[src/rtl/core/wed_pkg.sv]
// Package for the wildcard edit distance block: payload structs, the token
// that travels along the cell chain, register codes and small cost helpers.
// No dependencies.
package wed_pkg;

    localparam int COST_W       = 5;
    localparam int CNT_W        = 6;
    localparam int CHAR_W       = 8;
    localparam int LEN_W        = 5;
    localparam int CFG_W        = 64;
    localparam int CFG_IDX_W    = 2;
    localparam int MIN_PATTERN  = 3;

    localparam logic [CHAR_W-1:0] WILDCARD     = 8'h3F;
    localparam logic [COST_W-1:0] COST_CEILING = 5'd31;

    typedef enum logic [CFG_IDX_W-1:0] {
        REG_PAT_LO     = 2'd0,
        REG_PAT_HI     = 2'd1,
        REG_PAT_LEN    = 2'd2,
        REG_DIST_LIMIT = 2'd3
    } wed_reg_t;

    typedef struct packed {
        logic [CHAR_W-1:0] character;
        logic              last_character;
    } wed_in_t;

    typedef struct packed {
        logic [4:0] distance;
        logic       within_limit;
        logic [4:0] candidate_length;
        logic       length_overflow;
    } wed_out_t;

    // One candidate character on its way down the chain.
    typedef struct packed {
        logic              valid;
        logic              upd;      // character updates the column
        logic              last;
        logic [CHAR_W-1:0] ch;
        logic [COST_W-1:0] left;     // new cost of the upstream cell
        logic [COST_W-1:0] diag;     // cost of the upstream cell before this character
        logic [COST_W-1:0] tap_cost; // cost picked up at the pattern-length tap
        logic [CNT_W-1:0]  count;
        logic              ovf;
    } wed_tok_t;

    function automatic logic [COST_W-1:0] sat_inc(input logic [COST_W-1:0] v);
        sat_inc = (v >= COST_CEILING) ? COST_CEILING : v + 1'b1;
    endfunction

    function automatic logic [COST_W-1:0] min3(input logic [COST_W-1:0] a,
                                               input logic [COST_W-1:0] b,
                                               input logic [COST_W-1:0] c);
        logic [COST_W-1:0] m;
        m    = (a < b) ? a : b;
        min3 = (m < c) ? m : c;
    endfunction

endpackage

[src/rtl/core/wed_head.sv]
// Head of the cell chain: candidate length counter, overflow flag and the
// cost of the empty pattern prefix. Launches one token per accepted character.
// Depends on wed_pkg.
module wed_head #(
    parameter int MAX_CANDIDATE_CHARS = 16
) (
    input  logic              clk,
    input  logic              rst_n,
    input  logic              adv,
    input  logic              in_valid,
    input  wed_pkg::wed_in_t  in_data,
    output wed_pkg::wed_tok_t tok
);

    logic [wed_pkg::CNT_W-1:0]  count_reg, count_next;
    logic [wed_pkg::COST_W-1:0] cost_reg, cost_next;
    logic                       ovf_reg, ovf_next;
    wed_pkg::wed_tok_t          tok_reg, tok_next;
    logic                       full;
    logic                       take;

    assign full = count_reg >= wed_pkg::CNT_W'(MAX_CANDIDATE_CHARS);
    assign take = adv && in_valid;

    always_comb
    begin
        tok_next          = tok_reg;
        tok_next.valid    = in_valid;
        tok_next.upd      = !full;
        tok_next.last     = in_data.last_character;
        tok_next.ch       = in_data.character;
        tok_next.left     = wed_pkg::sat_inc(cost_reg);
        tok_next.diag     = cost_reg;
        tok_next.tap_cost = '0;
        tok_next.count    = full ? count_reg : count_reg + 1'b1;
        tok_next.ovf      = ovf_reg || full;
    end

    always_comb
    begin
        count_next = count_reg;
        cost_next  = cost_reg;
        ovf_next   = ovf_reg;
        if (take)
        begin
            if (in_data.last_character)
            begin
                // start over for the next candidate
                count_next = '0;
                cost_next  = '0;
                ovf_next   = 1'b0;
            end
            else if (full)
            begin
                ovf_next = 1'b1;
            end
            else
            begin
                count_next = count_reg + 1'b1;
                cost_next  = wed_pkg::sat_inc(cost_reg);
            end
        end
    end

    always_ff @(posedge clk or negedge rst_n)
    begin
        if (!rst_n)
        begin
            count_reg <= '0;
            cost_reg  <= '0;
            ovf_reg   <= 1'b0;
            tok_reg   <= '0;
        end
        else
        begin
            count_reg <= count_next;
            cost_reg  <= cost_next;
            ovf_reg   <= ovf_next;
            if (adv)
            begin
                tok_reg <= tok_next;
            end
        end
    end

    assign tok = tok_reg;

endmodule

[src/rtl/core/wed_cell.sv]
// One pattern position of the DP column: holds its cost, updates it from the
// token of the upstream cell and hands the token on downstream.
// Depends on wed_pkg.
module wed_cell #(
    parameter int CELL_INDEX = 1
) (
    input  logic                        clk,
    input  logic                        rst_n,
    input  logic                        adv,
    input  logic [wed_pkg::CHAR_W-1:0]  pat_char,
    input  logic                        tap,
    input  wed_pkg::wed_tok_t           tin,
    output wed_pkg::wed_tok_t           tout
);

    localparam logic [wed_pkg::COST_W-1:0] COST_INIT = wed_pkg::COST_W'(CELL_INDEX);

    logic [wed_pkg::COST_W-1:0] cost_reg, cost_next;
    logic [wed_pkg::COST_W-1:0] sub_cost;
    logic [wed_pkg::COST_W-1:0] new_cost;
    wed_pkg::wed_tok_t          tok_reg, tok_next;
    logic                       same;

    assign same     = (pat_char == wed_pkg::WILDCARD) || (pat_char == tin.ch);
    assign sub_cost = same ? tin.diag : wed_pkg::sat_inc(tin.diag);
    assign new_cost = wed_pkg::min3(sub_cost, wed_pkg::sat_inc(cost_reg),
                                    wed_pkg::sat_inc(tin.left));

    always_comb
    begin
        tok_next      = tin;
        tok_next.left = new_cost;
        tok_next.diag = cost_reg;
        if (tap && tin.upd)
        begin
            tok_next.tap_cost = new_cost;
        end
    end

    always_comb
    begin
        cost_next = cost_reg;
        if (adv && tin.valid)
        begin
            if (tin.last)
            begin
                cost_next = COST_INIT;
            end
            else if (tin.upd)
            begin
                cost_next = new_cost;
            end
        end
    end

    always_ff @(posedge clk or negedge rst_n)
    begin
        if (!rst_n)
        begin
            cost_reg <= COST_INIT;
            tok_reg  <= '0;
        end
        else
        begin
            cost_reg <= cost_next;
            if (adv)
            begin
                tok_reg <= tok_next;
            end
        end
    end

    assign tout = tok_reg;

endmodule

[src/rtl/core/wildcard_edit_distance.sv]
// Wildcard edit distance: top level with configuration registers, the cell
// chain and the result register. Depends on wed_pkg, wed_head and wed_cell.
//
// Accepts one candidate character per cycle while in_ready is high. Each
// character walks down a chain of MAX_PATTERN_CHARS cells, one pattern position
// per cell and one cell per cycle while the chain advances, so characters of
// the same or of following candidates overlap in the chain. A candidate's result
// moves from the head register through each cell register to the result register.
// in_ready drops only while a result at the chain end waits for a full,
// untaken result register; no clearing pass is needed after reset.
module wildcard_edit_distance #(
    parameter int MAX_PATTERN_CHARS   = 16,
    parameter int MAX_CANDIDATE_CHARS = 16
) (
    input  logic                            clk,
    input  logic                            rst_n,
    input  logic                            cfg_write,
    input  logic [wed_pkg::CFG_IDX_W-1:0]   cfg_index,
    input  logic [wed_pkg::CFG_W-1:0]       cfg_data,
    input  logic                            in_valid,
    output logic                            in_ready,
    input  wed_pkg::wed_in_t                in_data,
    output logic                            out_valid,
    input  logic                            out_ready,
    output wed_pkg::wed_out_t               out_data
);

    localparam logic [wed_pkg::LEN_W-1:0] MAX_LEN = wed_pkg::LEN_W'(MAX_PATTERN_CHARS);
    localparam logic [wed_pkg::LEN_W-1:0] MIN_LEN = wed_pkg::LEN_W'(wed_pkg::MIN_PATTERN);

    logic [2*wed_pkg::CFG_W-1:0] pattern_reg;
    logic [wed_pkg::LEN_W-1:0]   pat_len_reg;
    logic [4:0]                  limit_reg;
    logic [wed_pkg::LEN_W-1:0]   eff_len;

    wed_pkg::wed_tok_t           chain [0:MAX_PATTERN_CHARS];
    wed_pkg::wed_tok_t           end_tok;
    logic                        end_result;
    logic                        adv;

    logic                        out_valid_reg, out_valid_next;
    wed_pkg::wed_out_t           out_reg, out_next;

    // Configuration writes
    always_ff @(posedge clk or negedge rst_n)
    begin
        if (!rst_n)
        begin
            pattern_reg <= '0;
            pat_len_reg <= MIN_LEN;
            limit_reg   <= '0;
        end
        else if (cfg_write)
        begin
            case (cfg_index)
                wed_pkg::REG_PAT_LO:     pattern_reg[wed_pkg::CFG_W-1:0] <= cfg_data;
                wed_pkg::REG_PAT_HI:     pattern_reg[2*wed_pkg::CFG_W-1:wed_pkg::CFG_W] <= cfg_data;
                wed_pkg::REG_PAT_LEN:    pat_len_reg <= cfg_data[wed_pkg::LEN_W-1:0];
                wed_pkg::REG_DIST_LIMIT: limit_reg <= cfg_data[4:0];
                default:                 ;
            endcase
        end
    end

    // Clamp pattern length into the supported range
    always_comb
    begin
        if (pat_len_reg < MIN_LEN)
        begin
            eff_len = MIN_LEN;
        end
        else if (pat_len_reg > MAX_LEN)
        begin
            eff_len = MAX_LEN;
        end
        else
        begin
            eff_len = pat_len_reg;
        end
    end

    assign end_tok    = chain[MAX_PATTERN_CHARS];
    assign end_result = end_tok.valid && end_tok.last;
    // Hold the whole chain only when a result cannot enter the output register
    assign adv        = !(end_result && out_valid_reg && !out_ready);
    assign in_ready   = adv;

    wed_head #(
        .MAX_CANDIDATE_CHARS (MAX_CANDIDATE_CHARS)
    ) u_head (
        .clk      (clk),
        .rst_n    (rst_n),
        .adv      (adv),
        .in_valid (in_valid),
        .in_data  (in_data),
        .tok      (chain[0])
    );

    for (genvar k = 1; k <= MAX_PATTERN_CHARS; k++)
    begin : g_cell
        wed_cell #(
            .CELL_INDEX (k)
        ) u_cell (
            .clk      (clk),
            .rst_n    (rst_n),
            .adv      (adv),
            .pat_char (pattern_reg[(k-1)*wed_pkg::CHAR_W +: wed_pkg::CHAR_W]),
            .tap      (eff_len == wed_pkg::LEN_W'(k)),
            .tin      (chain[k-1]),
            .tout     (chain[k])
        );
    end

    always_comb
    begin
        out_next.distance         = end_tok.ovf ? 5'd0 : end_tok.tap_cost;
        out_next.within_limit     = !end_tok.ovf && (end_tok.tap_cost <= limit_reg);
        out_next.candidate_length = end_tok.count[4:0];
        out_next.length_overflow  = end_tok.ovf;
    end

    always_comb
    begin
        out_valid_next = out_valid_reg;
        if (adv && end_result)
        begin
            out_valid_next = 1'b1;
        end
        else if (out_ready)
        begin
            out_valid_next = 1'b0;
        end
    end

    always_ff @(posedge clk or negedge rst_n)
    begin
        if (!rst_n)
        begin
            out_valid_reg <= 1'b0;
        end
        else
        begin
            out_valid_reg <= out_valid_next;
        end
    end

    always_ff @(posedge clk)
    begin
        if (adv && end_result)
        begin
            out_reg <= out_next;
        end
    end

    assign out_valid = out_valid_reg;
    assign out_data  = out_reg;

    // A result at the chain end never overwrites an untaken result
    a_no_overwrite: assert property (@(posedge clk) disable iff (!rst_n)
        (end_result && out_valid_reg && !out_ready) |-> !in_ready)
        else $error("result chain advanced into a full output register");

    // An overflowed candidate reports no distance and no match
    a_ovf_result: assert property (@(posedge clk) disable iff (!rst_n)
        (out_valid_reg && out_reg.length_overflow) |->
            (!out_reg.within_limit && out_reg.distance == 5'd0))
        else $error("overflow result carries a distance or a match");

    // The candidate count never passes the maximum length
    a_count_bound: assert property (@(posedge clk) disable iff (!rst_n)
        chain[0].valid |-> (chain[0].count <= wed_pkg::CNT_W'(MAX_CANDIDATE_CHARS)))
        else $error("candidate count beyond maximum");

    // A character that skipped the column update belongs to an overflowed candidate
    a_skip_means_ovf: assert property (@(posedge clk) disable iff (!rst_n)
        (end_tok.valid && !end_tok.upd) |-> end_tok.ovf)
        else $error("column update skipped without overflow");

endmodule

[config.mk]
export PLATFORM = sky130hd
export DESIGN_NAME = wildcard_edit_distance
export DESIGN_NICKNAME = d
export VERILOG_FILES = /design/src/rtl/core/wed_pkg.sv /design/src/rtl/core/wed_head.sv /design/src/rtl/core/wed_cell.sv /design/src/rtl/core/wildcard_edit_distance.sv
export SDC_FILE = /design/constraint.sdc
export NUM_CORES = 2
export LEC_CHECK = 0
export ABC_AREA = 1
export BUFFER_PORTS_ARGS = -buffer_cell sky130_fd_sc_hd__buf_4
export CORE_UTILIZATION = 50
export CTS_CLUSTER_DIAMETER = 80
export DETAILED_ROUTE_END_ITERATION = 10
export HOLD_SLACK_MARGIN = 0.08
export PLACE_DENSITY = 0.72
export SYNTH_ARGS = -nofsm -noshare
export SYNTH_HDL_FRONTEND = slang
export SYNTH_SLANG_ARGS = --single-unit
export TNS_END_PERCENT = 20
[constraint.sdc]
create_clock -name clk -period 4.46 [get_ports clk]
set_input_delay 0.892 -clock clk [delete_from_list [all_inputs] [get_ports clk]]
set_output_delay 0.892 -clock clk [all_outputs]
set_load 0.01 [all_outputs]
# Word-level counts from Yosys, hierarchy flattened
# Cells that the tools add are included.
[op_classes]
n_addsub = 50
magnitude_cmp = 85
eq_ne = 52
muxes = 155
reduce_logical = 100
[op_table]
columns = ["cell", "count"]
rows = [
  ["two-way mux 5 bit", 149],
  ["adder 5 x 1 -> 5 bit, second input constant", 49],
  ["greater-or-equal comparator 5 bit, second input constant", 49],
  ["less-than comparator 5 bit", 32],
  ["== test 8 x 6 -> 1 bit, second input constant", 16],
  ["== test 8 bit", 16],
  ["AND reduction 2 bit", 22],
  ["== test 5 x 4 -> 1 bit, second input constant", 8],
  ["logical AND 1 bit", 38],
  ["nonzero test 2 bit", 18],
  ["== test 5 x 3 -> 1 bit, second input constant", 4],
  ["logical OR 1 bit", 17],
  ["two-way mux 6 bit", 2],
  ["== test 5 x 2 -> 1 bit, second input constant", 2],
  ["adder 6 x 1 -> 6 bit, second input constant", 1],
  ["greater-or-equal comparator 6 x 5 -> 1 bit, second input constant", 1],
  ["== test 5 x 1 -> 1 bit, second input constant", 1],
  ["== test 5 bit, second input constant", 1],
  ["> comparator 5 bit, second input constant", 1],
  ["less-or-equal comparator 5 bit", 1],
  ["less-than comparator 5 x 2 -> 1 bit, second input constant", 1],
  ["== test 2 bit, second input constant", 2],
  ["zero test 1 bit", 4],
  ["two-way mux 1 bit", 4],
  ["3 further kinds", 3],
]
[totals]
regBits = 763
in_bits = 80
out_inout_bits = 14
elab_cells = 618

# Logic depth before layout (Yosys ltp)
[logic_depth]
ltp_word = 9
ltp_mapped = 27
depth_no_buf = 27

# Hierarchy
# From an unflattened synthesis, not the netlist that was laid out.
[unflattened]
hier_cells = 6246
hier_area_um2 = 46031.6
[modules_own_cells]
columns = ["mod", "n_inst", "cells_per_inst", "area_each_um2", "seq_area_each_um2"]
rows = [
  ["wildcard_edit_distance", 1, 595, 5798.1, 3841.2],
  ["wed_cell at g_cell[10].u_cell ...", 2, 340, 2411.1, 953.4],
  ["wed_cell at g_cell[14].u_cell", 1, 340, 2458.6, 954.7],
  ["wed_cell at g_cell[12].u_cell", 1, 340, 2409.8, 953.4],
  ["wed_cell at g_cell[7].u_cell", 1, 342, 2408.6, 954.7],
  ["wed_cell at g_cell[15].u_cell", 1, 342, 2406.1, 955.9],
  ["wed_cell at g_cell[2].u_cell", 1, 339, 2402.3, 952.2],
  ["wed_cell at g_cell[8].u_cell", 1, 339, 2399.8, 952.2],
  ["wed_cell at g_cell[13].u_cell", 1, 342, 2397.3, 954.7],
  ["wed_cell at g_cell[11].u_cell", 1, 342, 2394.8, 954.7],
  ["wed_cell at g_cell[3].u_cell", 1, 341, 2394.8, 953.4],
  ["wed_cell at g_cell[16].u_cell", 1, 337, 2393.5, 952.2],
  ["wed_cell at g_cell[5].u_cell", 1, 341, 2393.5, 953.4],
  ["wed_cell at g_cell[4].u_cell", 1, 339, 2392.3, 952.2],
  ["+3 rows", "--", "--", "--", "--"],
]

# Worst setup path after synthesis
# No wires, ideal clock.
[synth_timing]
kind = "flip-flop to flip-flop"
start = "reg g_cell[9].u_cell.tok_reg (netlist bit g_cell[9].u_cell.tout[12])"
end = "reg g_cell[10].u_cell.tok_reg (netlist bit g_cell[10].u_cell.tout[7])"
setup_time_ns = 0.117
arrival_time_ns = 4.084
t_required_ns = 4.343
slack_ns = 0.260
path_stages_with_launch = 27
n_path_buf = 0
synth_period_minus_slack_ns = 4.200
path_cell_list = "dfrtp_1 > ha_1 > inv_1 > nor3_1 > ha_1 > inv_1 > o21ai_2 > inv_2 > nand3_1 > o21ai_0 > inv_1 > ha_1 > a21oi_1 > nor2_1 > a211oi_1 > nand2_4 > o21ai_0 > inv_1 > ha_1 > a21oi_1 > nor2_1 > a211oi_1 > nand2_4 > nand2_1 > nand3_1 > nand2_1 > nand2_1"
[synth_via]
elab_chain_cells = 8
elab_cells_between_ends = 9
classes_between = "add/sub (1); order compare (3); mux (5)"
[synth_lines]
columns = ["element", "line_no", "text"]
rows = [
  ["start, declared", "wed_cell.sv:21", "wed_pkg::wed_tok_t tok_reg, tok_next;"],
  ["start signal, assigned", "wed_cell.sv:68", "tok_reg <= tok_next;"],
  ["adder 5 x 1 -> 5 bit / greater-or-equal comparator 5 bit (equally long branches)", "wed_pkg.sv:50", "sat_inc = (v >= COST_CEILING) ? COST_CEILING : v + 1'b1;"],
  ["two-way mux 5 bit", "wed_pkg.sv:50", ""],
  ["two-way mux 5 bit (*)", "wed_cell.sv:25", "assign sub_cost = same ? tin.diag : wed_pkg::sat_inc(tin.diag);"],
  ["less-than comparator 5 bit", "wed_pkg.sv:57", "m = (a < b) ? a : b;"],
  ["two-way mux 5 bit (*)", "wed_pkg.sv:57", ""],
  ["less-than comparator 5 bit", "wed_pkg.sv:58", "min3 = (m < c) ? m : c;"],
  ["two-way mux 5 bit (*)", "wed_pkg.sv:58", ""],
  ["two-way mux 5 bit (*)", "wed_cell.sv:34", "if (tap && tin.upd)"],
  ["end signal, assigned", "wed_cell.sv:68", ""],
  ["end, declared", "wed_cell.sv:21", ""],
]
# Every way passes the cells marked *; elsewhere a longest branch is shown, timed or not.
# A chain may end at the register's enable or synchronous reset.

# Final worst setup path
[layout_timing]
start = "reg pattern_reg[96] in the netlist's numbering"
end = "reg g_cell[13].u_cell.tok_reg (netlist bit g_cell[13].u_cell.tout[10])"
[layout_via]
elab_chain_cells = 8
elab_cells_between_ends = 9
classes_between = "order compare (2); eq/ne (2); mux (4); reduce/logical (1)"
[layout_lines]
columns = ["element", "line_no", "text"]
rows = [
  ["start, declared", "wildcard_edit_distance.sv:31", "logic [2*wed_pkg::CFG_W-1:0] pattern_reg;"],
  ["start signal, assigned by index", "wildcard_edit_distance.sv:56", "wed_pkg::REG_PAT_LO: pattern_reg[wed_pkg::CFG_W-1:0] <= cfg_data;"],
  ["start signal, assigned by index", "wildcard_edit_distance.sv:57", "wed_pkg::REG_PAT_HI: pattern_reg[2*wed_pkg::CFG_W-1:wed_pkg::CFG_W] <= cfg_data;"],
  ["== test 8 x 6 -> 1 bit / == test 8 bit (equally long branches)", "wed_cell.sv:24", "assign same = (pat_char == wed_pkg::WILDCARD) || (pat_char == tin.ch);"],
  ["logical OR 1 bit (*)", "wed_cell.sv:24", ""],
  ["two-way mux 5 bit (*)", "wed_cell.sv:25", ""],
  ["less-than comparator 5 bit", "wed_pkg.sv:57", ""],
  ["two-way mux 5 bit (*)", "wed_pkg.sv:57", ""],
  ["less-than comparator 5 bit", "wed_pkg.sv:58", ""],
  ["two-way mux 5 bit (*)", "wed_pkg.sv:58", ""],
  ["two-way mux 5 bit (*)", "wed_cell.sv:34", ""],
  ["end signal, assigned", "wed_cell.sv:68", ""],
  ["end, declared", "wed_cell.sv:21", ""],
]
# Marked as above.

==> impl_metrics.yaml <==
status:
  status: "finished clean"
die:
  rows: 107
  initial_utilization_pct: 50.9
  die_y_um: 297
  die_area_um2: 88300
  dieWidth_um: 297
  core_area_um2: 85700
  io_pins: 94
critical_path:
  r2r_cells: 26
  rr_endpoint: "g_cell[13].u_cell.tout[10]$_DFFE_PN0N_"
  worstSetupStartpointType: "flip-flop"
  r2r-start: "pattern_reg[96]$_DFFE_PN0P_"
  max_stage_delay_ns: 0.37
  end_kind: "flip-flop"
  worstPathMaxFanout: 9
  crit_family: "simple AND/OR/NAND/NOR gates"
  critPathRequiredTime_ns: 5.00
  critical_path_class: "flip-flop to flip-flop"
  crit_arrival_ns: 4.81
  crit_slowest_cell: "dfrtp_1"
  critPathBufInv: 5
  crit_top_cell: "nand2_1"
  r2r_slack_ns: 0.19
cts:
  clk_pin_slew_ns: 0.06
  postCtsHoldBufs: 0
  cts_tree: "built"
  clk_latency_ns: 0.66
  cts-buffers-inserted: 86
  cts-root-buf: "clkbuf_16"
  cts_max_path_buffers: 3
  htree_levels: 3
  cts.sinks: 763
sta:
  setup_viol: 0
  rsz0062_at_grt: "true"
  fin_crit_ns: 4.27
  drv_slew: 0
  fmax_mhz: 234
  timing.hold.ws_ns: 0.159
  post-route-period-util_pct: 95.7
  hold_viol: 0
  final.setup.tns_ns: 0
  clock_skew_ns: 0.0339
  worstMarginPinSlew_ns: 0.993
  maxSlewHeadroom_pct: 33.1
finish:
  syn_to_final_growth_pct: 12.2
  fin_area_um2: 48900
  fillCellCount: 7787
  regArea_um2: 19200
  final_cell_mix: "nand2_1, inv_1, dfrtp_1"
  final_common_cell: "nand2_1"
  largest_reg_flops: 493
  nNetsFinal: 6229
  drive_gt1_share_pct: 10.0
  multi_input_area_um2: 21000
place:
  port_buffers: 93
  dp_hpwl_mm: 82.4
  routabilityCongestion: 0.951
  place_area_um2: 45700
grt:
  grt_usage_pct: 25.3
  grt_pass1_vias: 35100
  antenna_found_initial: 2
  grt_pass1_wl_mm: 182
  grt-ovfl-total: 0
  grt_max_degree: 157
synthesis:
  syn-cell-area_um2: 43600
  synthesis.nets: 6129
  ys_seq_area_share_pct: 44.1
  synthTopCellsByArea: "dfrtp_1, nand2_1, o21ai_0, ha_1, inv_1"
  synth_top_area_share_pct: 41.1
  synth_cell_types: 41
  ys_ff_latch: 763
  yosys.area.top_type: "dfrtp_1"
  yosys_most_used_dff: "dfrtp_1"
  synth_warnings: 0
  syn_inst: 5817
  synth_async_sr_flop_share_pct: 98.4
  syn_avg_cell_area_um2: 7.49
  synth_edf_count: 12
route:
  viasPerCell: 5.22
  met3_length_mm: 6.24
  route.top_layer_used: "met4"
  wl_per_cell_um: 15.6
  drt-pass1-iter-count: 6
  route.met2.wl_mm: 48.2
  drt_first_iter_violations: 3229
  drt_wl_total_mm: 111
  wirelength_met1_mm: 54.4
  num_vias: 37200
  ant_nets: 0
  drc: 0
min_path:
  hp-class: "input port to async pin"
run:
  drv_cap: 0
## per-stage QoR
stage                     instances  util [%]  worst slack (ns)
final                          7136      57.1             0.191
after global routing           7135      57.1           -0.0717
after CTS                      7129      56.8            0.0555
after detailed placement       6968      53.4           0.00870
after global placement         6968      53.4            0.0902
after floorplan                5817         -             0.260
## how the worst max path moves through the flow
| stage | start | endpoint | slack [ns] | depth (start not counted) |
|---|---|---|---|---|
| after CTS | g_cell[12].u_cell.tout[23]$_DFFE_PN0N_ | g_cell[13].u_cell.tout[20]$_DFFE_PN0N_ | 0.06 | 27 |
| final | pattern_reg[96]$_DFFE_PN0P_ | g_cell[13].u_cell.tout[10]$_DFFE_PN0N_ | 0.19 | 26 |
| after floorplan | g_cell[9].u_cell.tout[12]$_DFFE_PN0N_ | g_cell[10].u_cell.tout[7]$_DFFE_PN0N_ | 0.26 | 26 |
| after global routing | g_cell[8].u_cell.tout[12]$_DFFE_PN0N_ | g_cell[9].u_cell.tout[7]$_DFFE_PN0N_ | -0.07 | 27 |
| after detailed placement | g_cell[12].u_cell.tout[12]$_DFFE_PN0N_ | g_cell[13].u_cell.tout[20]$_DFFE_PN0N_ | 0.009 | 25 |
| after global placement | g_cell[12].u_cell.tout[12]$_DFFE_PN0N_ | g_cell[13].u_cell.tout[7]$_DFFE_PN0N_ | 0.09 | 25 |
## kinds of logic (layout without fill, tap and decap cells)
kind of cell / Yosys count / after routing / synth area share (%)
adders and majority gates: 232 / 232 / 6.66
buffers and inverters: 943 / 1115 / 8.26
other: 0 / 2 / 0
xor gates and xnor gates: 106 / 106 / 2.13
DFF: 763 / 763 / 44.1
AOI/OAI and AO/OA: 865 / 865 / 10.6
and+or+nand+nor: 2908 / 2909 / 28.3
## metal layers
metal / up-vias / track usage (%)
met5: - / 0
met4: 0 / 6.33
met3: 119 / 2.98
met2: 859 / 38.4
met1: 17600 / 38.1
li1: 18700 / -
## timing repair
action,in CTS,in global routing
gates cloned,0,1
pin swaps,0,8
hold endpoints to repair,0,0
setup buffers,0,4
setup endpoints to repair,4,214
resized for setup,2,59
## cell type report
| cell class | instances | share of cell area, % |
|---|---|---|
| clock inverters | 34 | 0.875 |
| flip-flops and latches | 763 | 39.3 |
| repair buffers | 152 | 2.68 |
| inverters | 802 | 6.17 |
| clock buffers | 127 | 5.19 |
| well taps | 1144 | 2.93 |
| multi-input cells | 4112 | 42.9 |
| diodes | 2 | 0.0102 |
## Yosys cell counts (all sizes together), types with 50 or more instances
library cell	instances
inv	799
buf	55
nor2	493
dfrtp	716
a21oi	89
xnor2	56
xor2	50
o21ai	677
nand2	1905
nand3	401
nor3	64
clkbuf	86
ha	232
Power is not shown: default switching activity piles up to over one toggle a cycle in this logic, so the estimate is an artifact.
